## config.mk

```make
export PLATFORM = sky130hd
export DESIGN_NAME = shape_record_parser_flat
export DESIGN_NICKNAME = d
export VERILOG_FILES = /design/src/rtl/srp_pkg.sv /design/src/rtl/srp_if.sv /design/src/rtl/shape_record_parser.sv /design/src/flat_wrapper.sv
export VERILOG_INCLUDE_DIRS = /design/src /design/src/rtl
export SDC_FILE = /design/constraint.sdc
export NUM_CORES = 1
export LEC_CHECK = 0
export BUFFER_PORTS_ARGS = -buffer_cell sky130_fd_sc_hd__buf_4
export CORE_MARGIN = 1.5
export CORE_UTILIZATION = 60
export CTS_BUF_LIST = sky130_fd_sc_hd__clkbuf_4 sky130_fd_sc_hd__clkbuf_8 sky130_fd_sc_hd__clkbuf_16
export CTS_CLUSTER_DIAMETER = 150
export DETAILED_ROUTE_END_ITERATION = 8
export PLACE_DENSITY = 0.82
export SLEW_MARGIN = 0
export SYNTH_ARGS = -nofsm -noshare
export SYNTH_HDL_FRONTEND = slang
export SYNTH_SLANG_ARGS = --single-unit
```

## constraint.sdc

```tcl
create_clock -name clk -period 4.67 [get_ports clk]
set_input_delay 0.934 -clock clk [delete_from_list [all_inputs] [get_ports clk]]
set_output_delay 0.934 -clock clk [all_outputs]
set_load 0.02 [all_outputs]
```

## src/rtl/shape_record_parser_defines.svh

```systemverilog
// Assertion macros for the shape record parser.
// Used by shape_record_parser.sv; expects clk and rst_n in scope.
`ifndef SHAPE_RECORD_PARSER_DEFINES_SVH
`define SHAPE_RECORD_PARSER_DEFINES_SVH

// Checked only outside reset.
`define SRP_ASSERT(label, prop, msg) \
    label: assert property (@(posedge clk) disable iff (!rst_n) (prop)) else $error(msg);

// Checked at every edge, reset included.
`define SRP_ASSERT_ALWAYS(label, prop, msg) \
    label: assert property (@(posedge clk) (prop)) else $error(msg);

`endif

```

## src/rtl/srp_pkg.sv

```systemverilog
// Shared types, codes and tables for the shape record parser.
// No dependencies.
`default_nettype none

package srp_pkg;

    localparam logic [8:0] MAX_VERTICES     = 9'd256;
    localparam logic [8:0] MAX_PRIMITIVES   = 9'd256;
    localparam logic [4:0] MAX_POLY_INDICES = 5'd16;

    // Result queue depth; one item may push two records.
    localparam int unsigned FIFO_DEPTH = 4;
    localparam int unsigned FIFO_AW    = $clog2(FIFO_DEPTH);
    localparam int unsigned FIFO_CW    = $clog2(FIFO_DEPTH + 1);

    typedef enum logic [7:0] {
        PH_HEADER = 8'b0000_0001,
        PH_VERT   = 8'b0000_0010,
        PH_CULL   = 8'b0000_0100,
        PH_PRIM   = 8'b0000_1000,
        PH_PAINT  = 8'b0001_0000,
        PH_PSKIP  = 8'b0010_0000,
        PH_INDEX  = 8'b0100_0000,
        PH_DONE   = 8'b1000_0000
    } phase_t;

    typedef enum logic [1:0] {
        KIND_VERTEX = 2'd0,
        KIND_PRIM   = 2'd1,
        KIND_INDEX  = 2'd2,
        KIND_END    = 2'd3
    } kind_t;

    localparam logic [1:0] PRIM_POLYGON = 2'd3;

    typedef struct packed {
        kind_t              record_kind;
        logic [7:0]         item_number;
        logic signed [15:0] coord_x;
        logic signed [15:0] coord_y;
        logic signed [15:0] coord_z;
        logic [1:0]         prim_kind;
        logic [7:0]         palette_color;
        logic [3:0]         index_count;
        logic [3:0]         index_slot;
        logic [7:0]         vertex_ref;
        logic               parse_ok;
        logic               final_record;
    } rec_t;

    localparam logic [3:0] INDEX_TABLE [16] = '{
        4'd0, 4'd1, 4'd2, 4'd3, 4'd4, 4'd5, 4'd6, 4'd7,
        4'd8, 4'd9, 4'd10, 4'd2, 4'd6, 4'd3, 4'd0, 4'd0
    };

    localparam logic [7:0] PALETTE_ROM [128] = '{
        8'h00, 8'h01, 8'h02, 8'h03, 8'h04, 8'h05, 8'h06, 8'h07,
        8'h08, 8'h09, 8'h0A, 8'h0B, 8'h0C, 8'h0D, 8'h0E, 8'h0F,
        8'h6C, 8'h74, 8'h0F, 8'h1C, 8'h1D, 8'h0E, 8'h1C, 8'h1F,
        8'h0E, 8'hC8, 8'hC6, 8'hC4, 8'h70, 8'h72, 8'h74, 8'hC2,
        8'hC5, 8'hC8, 8'h92, 8'h25, 8'h23, 8'hB5, 8'h1D, 8'h1F,
        8'h13, 8'h03, 8'h0B, 8'h1B, 8'h00, 8'h04, 8'h04, 8'h0C,
        8'h9C, 8'h9A, 8'h98, 8'h96, 8'h2A, 8'h28, 8'h26, 8'h25,
        8'h1B, 8'h1A, 8'h19, 8'h18, 8'h48, 8'h46, 8'h44, 8'h42,
        8'h7B, 8'h79, 8'h78, 8'h75, 8'h5C, 8'h5A, 8'h58, 8'h57,
        8'hAD, 8'hAB, 8'hA9, 8'hA7, 8'h14, 8'h13, 8'h12, 8'h11,
        8'h4D, 8'h4C, 8'h4A, 8'h49, 8'h2D, 8'h2C, 8'h2A, 8'h29,
        8'h9F, 8'hAF, 8'hAE, 8'hAC, 8'h1D, 8'h1C, 8'h12, 8'h5A,
        8'h0F, 8'h07, 8'hC8, 8'hDB, 8'h88, 8'h63, 8'h65, 8'h67,
        8'h68, 8'h6A, 8'h11, 8'h14, 8'h3C, 8'h4D, 8'h2E, 8'h3D,
        8'h2D, 8'hCA, 8'hBE, 8'hBA, 8'hB7, 8'hB4, 8'h00, 8'h1C,
        8'h1E, 8'h10, 8'h14, 8'h44, 8'h36, 8'h27, 8'h2B, 8'h0C
    };

endpackage

`default_nettype wire

```

## src/rtl/srp_if.sv

```systemverilog
// Valid/ready channel interfaces: resource bytes in, parsed records out.
// Depends on srp_pkg.
`default_nettype none

interface srp_byte_if;
    logic       valid;
    logic       ready;
    logic [7:0] data_byte;
    logic       last_byte;

    modport source (output valid, output data_byte, output last_byte, input ready);
    modport sink   (input valid, input data_byte, input last_byte, output ready);
endinterface

interface srp_record_if;
    logic               valid;
    logic               ready;
    srp_pkg::kind_t     record_kind;
    logic [7:0]         item_number;
    logic signed [15:0] coord_x;
    logic signed [15:0] coord_y;
    logic signed [15:0] coord_z;
    logic [1:0]         prim_kind;
    logic [7:0]         palette_color;
    logic [3:0]         index_count;
    logic [3:0]         index_slot;
    logic [7:0]         vertex_ref;
    logic               parse_ok;
    logic               final_record;

    modport source (
        output valid, output record_kind, output item_number,
        output coord_x, output coord_y, output coord_z,
        output prim_kind, output palette_color, output index_count,
        output index_slot, output vertex_ref, output parse_ok, output final_record,
        input ready
    );
    modport sink (
        input valid, input record_kind, input item_number,
        input coord_x, input coord_y, input coord_z,
        input prim_kind, input palette_color, input index_count,
        input index_slot, input vertex_ref, input parse_ok, input final_record,
        output ready
    );
endinterface

`default_nettype wire

```

## src/rtl/shape_record_parser.sv

```systemverilog
// Shape resource parser: byte stream in, vertex/primitive/index/end records out.
// Depends on srp_pkg, srp_if.sv and shape_record_parser_defines.svh.
//
//   channel   dir  payload                               handshake
//   stream    in   data_byte[7:0], last_byte             valid/ready
//   records   out  record_kind .. final_record (rec_t)   valid/ready
//
// One byte per cycle: each accepted byte updates the parser state and pushes
// zero, one or two records into a 4-entry result queue in the same cycle.
// stream.ready is high while the queue has room for two records, so a byte
// is taken every cycle as long as records drain at one per cycle.
// Records leave the queue one per cycle; a stall on records backs up the
// queue until stream.ready drops. Reset (async, active low) empties the
// queue and restarts the parse at the header.
`default_nettype none
`include "shape_record_parser_defines.svh"

module shape_record_parser (
    input  wire logic          clk,
    input  wire logic          rst_n,
    srp_byte_if.sink           stream,
    srp_record_if.source       records
);

    // parser state
    srp_pkg::phase_t phase_reg, phase_next;
    logic [2:0]  fpos_reg, fpos_next;
    logic [7:0]  vertex_total_reg, vertex_total_next;
    logic [7:0]  prim_total_reg, prim_total_next;
    logic [7:0]  paint_total_reg, paint_total_next;
    logic [39:0] assembly_reg, assembly_next;
    logic [7:0]  vertex_cnt_reg, vertex_cnt_next;
    logic [7:0]  prim_cnt_reg, prim_cnt_next;
    logic [10:0] skip_reg, skip_next;
    logic [7:0]  cur_type_reg, cur_type_next;
    logic [3:0]  slot_reg, slot_next;

    // result queue
    srp_pkg::rec_t                  fifo_reg [srp_pkg::FIFO_DEPTH];
    logic [srp_pkg::FIFO_AW-1:0]    wr_ptr_reg, rd_ptr_reg;
    logic [srp_pkg::FIFO_CW-1:0]    count_reg;

    logic        accept, pop;
    logic [7:0]  b;
    logic        last;
    logic [8:0]  vlim, plim, pc_inc, vc_inc;
    logic [4:0]  ilim;
    logic [10:0] skip_dec;
    logic [3:0]  slot_inc;
    logic [7:0]  paint_raw;
    srp_pkg::rec_t hdr_rec, res0, res1;
    logic        res0_vld, res1_vld;

    assign accept = stream.valid && stream.ready;
    assign pop    = records.valid && records.ready;
    assign b      = stream.data_byte;
    assign last   = stream.last_byte;

    assign stream.ready = (count_reg <= srp_pkg::FIFO_CW'(srp_pkg::FIFO_DEPTH - 2));

    always_comb
    begin
        logic [4:0] tab;
        vlim = ({1'b0, vertex_total_reg} < srp_pkg::MAX_VERTICES) ?
               {1'b0, vertex_total_reg} : srp_pkg::MAX_VERTICES;
        plim = ({1'b0, prim_total_reg} < srp_pkg::MAX_PRIMITIVES) ?
               {1'b0, prim_total_reg} : srp_pkg::MAX_PRIMITIVES;
        tab  = (cur_type_reg < 8'd16) ? {1'b0, srp_pkg::INDEX_TABLE[cur_type_reg[3:0]]} : 5'd0;
        ilim = (tab < srp_pkg::MAX_POLY_INDICES) ? tab : srp_pkg::MAX_POLY_INDICES;
    end

    assign pc_inc   = {1'b0, prim_cnt_reg} + 9'd1;
    assign vc_inc   = {1'b0, vertex_cnt_reg} + 9'd1;
    assign skip_dec = (skip_reg != 11'd0) ? skip_reg - 11'd1 : skip_reg;
    assign slot_inc = slot_reg + 4'd1;
    // the header only carries a real paint byte when it is built in the paint phase
    assign paint_raw = (phase_reg == srp_pkg::PH_PAINT) ? b : 8'd0;

    always_comb
    begin
        hdr_rec             = '0;
        hdr_rec.record_kind = srp_pkg::KIND_PRIM;
        hdr_rec.item_number = prim_cnt_reg;
        hdr_rec.prim_kind   = (cur_type_reg <= 8'd2) ? cur_type_reg[1:0] : srp_pkg::PRIM_POLYGON;
        hdr_rec.palette_color = paint_raw[7] ? paint_raw : srp_pkg::PALETTE_ROM[paint_raw[6:0]];
        hdr_rec.index_count = (cur_type_reg < 8'd16) ?
                              srp_pkg::INDEX_TABLE[cur_type_reg[3:0]] : 4'd0;
    end

    always_comb
    begin
        phase_next        = phase_reg;
        fpos_next         = fpos_reg;
        vertex_total_next = vertex_total_reg;
        prim_total_next   = prim_total_reg;
        paint_total_next  = paint_total_reg;
        assembly_next     = assembly_reg;
        vertex_cnt_next   = vertex_cnt_reg;
        prim_cnt_next     = prim_cnt_reg;
        skip_next         = skip_reg;
        cur_type_next     = cur_type_reg;
        slot_next         = slot_reg;
        res0     = '0;
        res1     = '0;
        res0_vld = 1'b0;
        res1_vld = 1'b0;

        if (accept)
        begin
            case (phase_reg)
                srp_pkg::PH_HEADER:
                begin
                    case (fpos_reg)
                        3'd0:    vertex_total_next = b;
                        3'd1:    prim_total_next   = b;
                        3'd2:    paint_total_next  = b;
                        default: ;
                    endcase
                    if (fpos_reg >= 3'd3)
                    begin
                        vertex_cnt_next = 8'd0;
                        fpos_next       = 3'd0;
                        if (vlim != 9'd0)
                        begin
                            phase_next = srp_pkg::PH_VERT;
                        end
                        else
                        begin
                            skip_next     = {prim_total_reg, 3'b000};
                            prim_cnt_next = 8'd0;
                            if (prim_total_reg != 8'd0)
                                phase_next = srp_pkg::PH_CULL;
                            else
                                phase_next = (plim == 9'd0) ? srp_pkg::PH_DONE : srp_pkg::PH_PRIM;
                        end
                    end
                    else
                    begin
                        fpos_next = fpos_reg + 3'd1;
                    end
                end
                srp_pkg::PH_VERT:
                begin
                    if (fpos_reg < 3'd5)
                    begin
                        case (fpos_reg)
                            3'd0:    assembly_next[7:0]   = b;
                            3'd1:    assembly_next[15:8]  = b;
                            3'd2:    assembly_next[23:16] = b;
                            3'd3:    assembly_next[31:24] = b;
                            default: assembly_next[39:32] = b;
                        endcase
                        fpos_next = fpos_reg + 3'd1;
                    end
                    else
                    begin
                        res0_vld         = 1'b1;
                        res0.record_kind = srp_pkg::KIND_VERTEX;
                        res0.item_number = vertex_cnt_reg;
                        res0.coord_x     = assembly_reg[15:0];
                        res0.coord_y     = assembly_reg[31:16];
                        res0.coord_z     = {b, assembly_reg[39:32]};
                        assembly_next    = '0;
                        fpos_next        = 3'd0;
                        vertex_cnt_next  = vc_inc[7:0];
                        if (vc_inc >= vlim)
                        begin
                            skip_next     = {prim_total_reg, 3'b000};
                            prim_cnt_next = 8'd0;
                            if (prim_total_reg != 8'd0)
                                phase_next = srp_pkg::PH_CULL;
                            else
                                phase_next = (plim == 9'd0) ? srp_pkg::PH_DONE : srp_pkg::PH_PRIM;
                        end
                    end
                end
                srp_pkg::PH_CULL:
                begin
                    skip_next = skip_dec;
                    if (skip_dec == 11'd0)
                    begin
                        fpos_next  = 3'd0;
                        phase_next = ({1'b0, prim_cnt_reg} >= plim) ?
                                     srp_pkg::PH_DONE : srp_pkg::PH_PRIM;
                    end
                end
                srp_pkg::PH_PRIM:
                begin
                    if (fpos_reg == 3'd0)
                    begin
                        cur_type_next = b;
                        fpos_next     = 3'd1;
                    end
                    else
                    begin
                        fpos_next = 3'd0;
                        if (paint_total_reg != 8'd0)
                        begin
                            phase_next = srp_pkg::PH_PAINT;
                            // resource ends before any paint byte
                            if (last)
                            begin
                                res0_vld = 1'b1;
                                res0     = hdr_rec;
                            end
                        end
                        else
                        begin
                            res0_vld  = 1'b1;
                            res0      = hdr_rec;
                            slot_next = 4'd0;
                            if (ilim != 5'd0)
                            begin
                                phase_next = srp_pkg::PH_INDEX;
                            end
                            else
                            begin
                                prim_cnt_next = pc_inc[7:0];
                                phase_next    = (pc_inc >= plim) ? srp_pkg::PH_DONE : srp_pkg::PH_PRIM;
                            end
                        end
                    end
                end
                srp_pkg::PH_PAINT:
                begin
                    res0_vld = 1'b1;
                    res0     = hdr_rec;
                    if (paint_total_reg > 8'd1)
                    begin
                        skip_next  = {3'b000, paint_total_reg - 8'd1};
                        phase_next = srp_pkg::PH_PSKIP;
                    end
                    else
                    begin
                        slot_next = 4'd0;
                        if (ilim != 5'd0)
                        begin
                            phase_next = srp_pkg::PH_INDEX;
                        end
                        else
                        begin
                            prim_cnt_next = pc_inc[7:0];
                            fpos_next     = 3'd0;
                            phase_next    = (pc_inc >= plim) ? srp_pkg::PH_DONE : srp_pkg::PH_PRIM;
                        end
                    end
                end
                srp_pkg::PH_PSKIP:
                begin
                    skip_next = skip_dec;
                    if (skip_dec == 11'd0)
                    begin
                        slot_next = 4'd0;
                        if (ilim != 5'd0)
                        begin
                            phase_next = srp_pkg::PH_INDEX;
                        end
                        else
                        begin
                            prim_cnt_next = pc_inc[7:0];
                            fpos_next     = 3'd0;
                            phase_next    = (pc_inc >= plim) ? srp_pkg::PH_DONE : srp_pkg::PH_PRIM;
                        end
                    end
                end
                srp_pkg::PH_INDEX:
                begin
                    res0_vld         = 1'b1;
                    res0.record_kind = srp_pkg::KIND_INDEX;
                    res0.item_number = prim_cnt_reg;
                    res0.index_slot  = slot_reg;
                    res0.vertex_ref  = b;
                    slot_next        = slot_inc;
                    if ({1'b0, slot_inc} >= ilim)
                    begin
                        prim_cnt_next = pc_inc[7:0];
                        fpos_next     = 3'd0;
                        phase_next    = (pc_inc >= plim) ? srp_pkg::PH_DONE : srp_pkg::PH_PRIM;
                    end
                end
                default: ;  // trailing bytes after the last primitive
            endcase

            if (last)
            begin
                res1_vld          = 1'b1;
                res1.record_kind  = srp_pkg::KIND_END;
                res1.parse_ok     = !((phase_reg == srp_pkg::PH_HEADER) && (fpos_reg < 3'd3));
                res1.final_record = 1'b1;
                phase_next        = srp_pkg::PH_HEADER;
                fpos_next         = 3'd0;
                vertex_total_next = 8'd0;
                prim_total_next   = 8'd0;
                paint_total_next  = 8'd0;
                assembly_next     = '0;
                vertex_cnt_next   = 8'd0;
                prim_cnt_next     = 8'd0;
                skip_next         = 11'd0;
                cur_type_next     = 8'd0;
                slot_next         = 4'd0;
            end
        end
    end

    always_ff @(posedge clk or negedge rst_n)
    begin
        if (!rst_n)
        begin
            phase_reg        <= srp_pkg::PH_HEADER;
            fpos_reg         <= 3'd0;
            vertex_total_reg <= 8'd0;
            prim_total_reg   <= 8'd0;
            paint_total_reg  <= 8'd0;
            assembly_reg     <= '0;
            vertex_cnt_reg   <= 8'd0;
            prim_cnt_reg     <= 8'd0;
            skip_reg         <= 11'd0;
            cur_type_reg     <= 8'd0;
            slot_reg         <= 4'd0;
        end
        else
        begin
            phase_reg        <= phase_next;
            fpos_reg         <= fpos_next;
            vertex_total_reg <= vertex_total_next;
            prim_total_reg   <= prim_total_next;
            paint_total_reg  <= paint_total_next;
            assembly_reg     <= assembly_next;
            vertex_cnt_reg   <= vertex_cnt_next;
            prim_cnt_reg     <= prim_cnt_next;
            skip_reg         <= skip_next;
            cur_type_reg     <= cur_type_next;
            slot_reg         <= slot_next;
        end
    end

    // result queue: up to two pushes and one pop per cycle
    logic [1:0]                  n_push;
    srp_pkg::rec_t               push0;
    logic [srp_pkg::FIFO_AW-1:0] wr_ptr_p1;

    assign n_push    = {1'b0, res0_vld} + {1'b0, res1_vld};
    assign push0     = res0_vld ? res0 : res1;
    assign wr_ptr_p1 = wr_ptr_reg + srp_pkg::FIFO_AW'(1);

    always_ff @(posedge clk)
    begin
        if (n_push != 2'd0)
            fifo_reg[wr_ptr_reg] <= push0;
        if (n_push == 2'd2)
            fifo_reg[wr_ptr_p1] <= res1;
    end

    always_ff @(posedge clk or negedge rst_n)
    begin
        if (!rst_n)
        begin
            wr_ptr_reg <= '0;
            rd_ptr_reg <= '0;
            count_reg  <= '0;
        end
        else
        begin
            wr_ptr_reg <= wr_ptr_reg + srp_pkg::FIFO_AW'(n_push);
            if (pop)
                rd_ptr_reg <= rd_ptr_reg + srp_pkg::FIFO_AW'(1);
            count_reg <= count_reg + srp_pkg::FIFO_CW'(n_push) - srp_pkg::FIFO_CW'(pop);
        end
    end

    srp_pkg::rec_t head;
    assign head = fifo_reg[rd_ptr_reg];

    assign records.valid         = (count_reg != '0);
    assign records.record_kind   = head.record_kind;
    assign records.item_number   = head.item_number;
    assign records.coord_x       = head.coord_x;
    assign records.coord_y       = head.coord_y;
    assign records.coord_z       = head.coord_z;
    assign records.prim_kind     = head.prim_kind;
    assign records.palette_color = head.palette_color;
    assign records.index_count   = head.index_count;
    assign records.index_slot    = head.index_slot;
    assign records.vertex_ref    = head.vertex_ref;
    assign records.parse_ok      = head.parse_ok;
    assign records.final_record  = head.final_record;

    `SRP_ASSERT_ALWAYS(a_queue_bound, !rst_n || (count_reg <= srp_pkg::FIFO_CW'(srp_pkg::FIFO_DEPTH)), "result queue overflow")
    `SRP_ASSERT(a_last_restarts, (accept && last) |=> (phase_reg == srp_pkg::PH_HEADER && fpos_reg == 3'd0), "parse not restarted after last byte")
    `SRP_ASSERT(a_slot_in_range, (phase_reg == srp_pkg::PH_INDEX) |-> ({1'b0, slot_reg} < ilim), "index slot past type count")
    `SRP_ASSERT(a_final_is_end, records.valid |-> (records.final_record == (records.record_kind == srp_pkg::KIND_END)), "final flag on non-end record")

endmodule

`default_nettype wire
```

## src/flat_wrapper.sv

```systemverilog
// flat-port wrapper written by rule: the top's interface ports become plain ports
module shape_record_parser_flat 
  (clk, rst_n, stream_valid, stream_data_byte, stream_last_byte, stream_ready, records_valid, records_record_kind, records_item_number, records_coord_x, records_coord_y, records_coord_z, records_prim_kind, records_palette_color, records_index_count, records_index_slot, records_vertex_ref, records_parse_ok, records_final_record, records_ready);
  srp_byte_if stream_i ();
  srp_record_if records_i ();
  input  wire logic clk;
  input  wire logic rst_n;
  input wire logic [$bits(stream_i.valid)-1:0] stream_valid;
  input wire logic [$bits(stream_i.data_byte)-1:0] stream_data_byte;
  input wire logic [$bits(stream_i.last_byte)-1:0] stream_last_byte;
  output wire logic [$bits(stream_i.ready)-1:0] stream_ready;
  output wire logic [$bits(records_i.valid)-1:0] records_valid;
  output wire logic [$bits(records_i.record_kind)-1:0] records_record_kind;
  output wire logic [$bits(records_i.item_number)-1:0] records_item_number;
  output wire logic [$bits(records_i.coord_x)-1:0] records_coord_x;
  output wire logic [$bits(records_i.coord_y)-1:0] records_coord_y;
  output wire logic [$bits(records_i.coord_z)-1:0] records_coord_z;
  output wire logic [$bits(records_i.prim_kind)-1:0] records_prim_kind;
  output wire logic [$bits(records_i.palette_color)-1:0] records_palette_color;
  output wire logic [$bits(records_i.index_count)-1:0] records_index_count;
  output wire logic [$bits(records_i.index_slot)-1:0] records_index_slot;
  output wire logic [$bits(records_i.vertex_ref)-1:0] records_vertex_ref;
  output wire logic [$bits(records_i.parse_ok)-1:0] records_parse_ok;
  output wire logic [$bits(records_i.final_record)-1:0] records_final_record;
  input wire logic [$bits(records_i.ready)-1:0] records_ready;
  assign stream_i.valid = stream_valid;
  assign stream_i.data_byte = stream_data_byte;
  assign stream_i.last_byte = stream_last_byte;
  assign stream_ready = stream_i.ready;
  assign records_valid = records_i.valid;
  assign records_record_kind = records_i.record_kind;
  assign records_item_number = records_i.item_number;
  assign records_coord_x = records_i.coord_x;
  assign records_coord_y = records_i.coord_y;
  assign records_coord_z = records_i.coord_z;
  assign records_prim_kind = records_i.prim_kind;
  assign records_palette_color = records_i.palette_color;
  assign records_index_count = records_i.index_count;
  assign records_index_slot = records_i.index_slot;
  assign records_vertex_ref = records_i.vertex_ref;
  assign records_parse_ok = records_i.parse_ok;
  assign records_final_record = records_i.final_record;
  assign records_i.ready = records_ready;
  shape_record_parser u_core (.clk(clk), .rst_n(rst_n), .stream(stream_i), .records(records_i));
endmodule
```

==> impl_metrics.toml <==
[run_status]
status = "finished, final reports clean"

[cts]
clockBufferDepth = 3
postCtsResizedCells = 0
cts_tree = "yes"
cts_made_buffers = 46
hold_buffers = 0
clk_pin_slew_ns = 0.06
post_cts_buffers = 0
cts-root-buf = "clkbuf_16"
htree_num_levels = 2
cts.sinks = 465
clock_latency_ns = 0.59

[setup_path]
worstPathArrival_ns = 4.65
rr_worst_depth = 13
worstSetupPathType = "register to register"
r2r-end = "u_core.fifo_reg[1][21]$_SDFFE_PP0P_"
regToRegSetupSlack_ns = 0.44
crit_fanout = 8
required_ns = 5.09
regToRegStartpoint = "u_core.phase_reg[3]$_DFFE_PN0P_"
endpoint_kind = "register"
cp-start-kind = "register"

[yosys]
synth_warnings = 0
synth_cells = 2047
synth.most_common_cell = "dfxtp_1"
ys.flop_type = "dfxtp_1"
synthTopCellsByArea = "dfxtp_1 30%, dfrtp_1 14%, a22o_1 11%, mux4_2 9.0%, o21ai_0 3.7%"
syn_area_per_cell_sq_um = 10.5
netlist.area_leader.share_pct = 30.5
ys_ff_latch = 465
syn_nets = 2118
async_flop_share_pct = 26.0
synth.distinct_cells = 80
synth-seq-area-share_pct = 46.7
synth_commonest_cells = "328 x dfxtp_1, 267 x a22o_1, 195 x nand2_1"
synth_top_area_cell = "dfxtp_1"
netlist_area_sq_um = 21600
synth-edff-count = 16

[sta]
fmaxAchievable_mhz = 237
fin_setup_tns_ns = 0
fin_crit_ns = 4.23
drv_slew = 0
layout_worst_path_cycle_share_pct = 90.5
slew-limit-headroom_pct = 20.3
tightest_slew_ns = 1.19
setup_viol = 0
rsz0062_at_grt = "no"
finClkSkew_ns = 0.0244
finalHoldViolCount = 0

[cells_and_area]
final_util_pct = 68.6
finalNetCount = 2153
drive_gt1_share_pct = 19.2
fillers = 2528
largest_register_ffs = 344
n_antenna_cell = 0
syn_to_final_growth_pct = 12.9

[detailed_routing]
postRouteAntennaNets = 0
vias_per_cell = 6.79
wire_per_inst_um = 23.7
drt_iter0_drc = 1848
drc = 0
drtPass1Iterations = 5
totalWireLength_um = 61100
vias = 17520

[run]
drv_cap = 0

[pwr]
p_int_mw = 8.09
p_per_area_nw_per_um2 = 509
switchingPower_mw = 4.29
power.share.clock_pct = 30.6
seq_power_share_pct = 42.1
comb_power_share_pct = 27.3
leakage_nw = 9.97
swShare_pct = 34.7
peakVddDrop_mv = 0.483
finalPower_mw = 12.4

[floorplan]
die_w_um = 193
coreArea_sq_um = 35500
pin_count = 101
row_count = 69
dieArea_sq_um = 37100
start_util_pct = 60.8
die_y_um = 193

[placement]
port-buffer-count = 100
dp_hpwl_um = 39200
gp_congestion = 0.935

[global_routing]
grt_overflow = 0
grt_pass1_wl_um = 95800
antenna_found_initial = 0
track_usage_pct = 33.1
grt_max_degree = 64
grt_pass1_vias = 17362

[hold_path]
hold_class = "input pin to asynchronous set/reset pin"
worst max path at each step:
stage                                     from                                  end  slack (ns)  cells after the start
2_1_floorplan                 stream_last_byte      u_core.fifo_reg[1][0]$_DFFE_PP_        0.73                     15
3_3_place_gp                  stream_last_byte  u_core.fifo_reg[2][38]$_SDFFE_PP0P_        0.49                     12
3_5_place_dp                  stream_last_byte      u_core.fifo_reg[2][1]$_DFFE_PP_        0.36                     11
4_1_cts        u_core.phase_reg[3]$_DFFE_PN0P_  u_core.fifo_reg[3][64]$_SDFFE_PP0P_        0.48                     13
5_1_grt        u_core.phase_reg[3]$_DFFE_PN0P_  u_core.fifo_reg[3][72]$_SDFFE_PP0P_        0.11                     13
6_report       u_core.phase_reg[3]$_DFFE_PN0P_  u_core.fifo_reg[1][21]$_SDFFE_PP0P_        0.44                     13
routing by layer:
layer  vias to the layer above  part of all wire, %  global-route usage, %
met5                         -                    0                      0
met4                         0                  3.8                   14.3
met3                       149                  8.1                   6.47
met2                       887                   48                   54.2
met1                      8752                   40                   42.7
li1                       7732                    -                      -
worst max-delay path, cell delays in order (launching register included):
cell      delay [ns]
dfrtp_1         0.44
nor4_1          0.54
nand2_1         0.38
nor2_1          0.37
inv_1           0.16
ha_1            0.34
nand2b_1        0.23
nor2_1          0.14
a21oi_1         0.05
o21ai_0         0.17
a221oi_1        0.07
o31a_1          0.29
o21ai_0         0.68
o21ai_0         0.22
layout make-up:
type	count	area, sq um	area share, %
Tap cell	461	577	2.37
Inverter	58	218	0.895
Sequential cell	465	10100	41.4
Clock inverter	18	173	0.710
Clock buffer	68	1390	5.71
Timing Repair Buffer	149	1210	4.96
Multi-Input combinational cell	1362	10700	43.9
power groups by stage:
stage | sequential (mW) | combinational (mW) | clock, mW
detailed placement | 5.28 | 3.33 | 0
floorplan | 4.82 | 2.75 | 0
global route | 5.30 | 3.69 | 3.99
CTS | 5.20 | 3.35 | 3.81
finish | 5.21 | 3.38 | 3.79
global placement | 5.23 | 3.23 | 0
cells in the final DEF (no fill, tap or decap), types with 17 or more instances in the layout:
master and instances:
dfxtp_1 328, a22o_1 267, nand2_1 194, o21ai_0 160
buf_4 142, dfrtp_1 118, mux4_2 86, nor2_1 84
a21oi_1 68, ha_1 57, inv_1 56, mux2_2 52
clkbuf_16 47, nand3_1 29, nor3_1 29, nand2b_1 20
and3_1 19, nor2b_1 17
per-stage QoR:
stage / cells / hold WS (ns) / cell area (sq um) / worst slack (ns)
global placement: 2495 / 0.428 / 22800 / 0.486
finish: 2581 / 0.452 / 24300 / 0.442
global route: 2581 / 0.477 / 24300 / 0.110
detailed placement: 2495 / 0.440 / 22800 / 0.358
CTS: 2581 / 0.455 / 24300 / 0.476
floorplan: 2047 / 0.420 / 21600 / 0.730
logic make-up (layout without fill, tap and decap cells):
family / after synthesis / after routing / synth area share [%]
muxes: 153 / 153 / 12.5
adders and majority gates: 58 / 58 / 3.40
buffers and inverters: 220 / 293 / 3.98
and+or+nand+nor: 479 / 479 / 10.7
xor gates and xnor gates: 32 / 32 / 1.30
AOI/OAI and AO/OA: 640 / 640 / 21.3
DFF: 465 / 465 / 46.7
No activity file was read; power rests on OpenSTA's default activity.
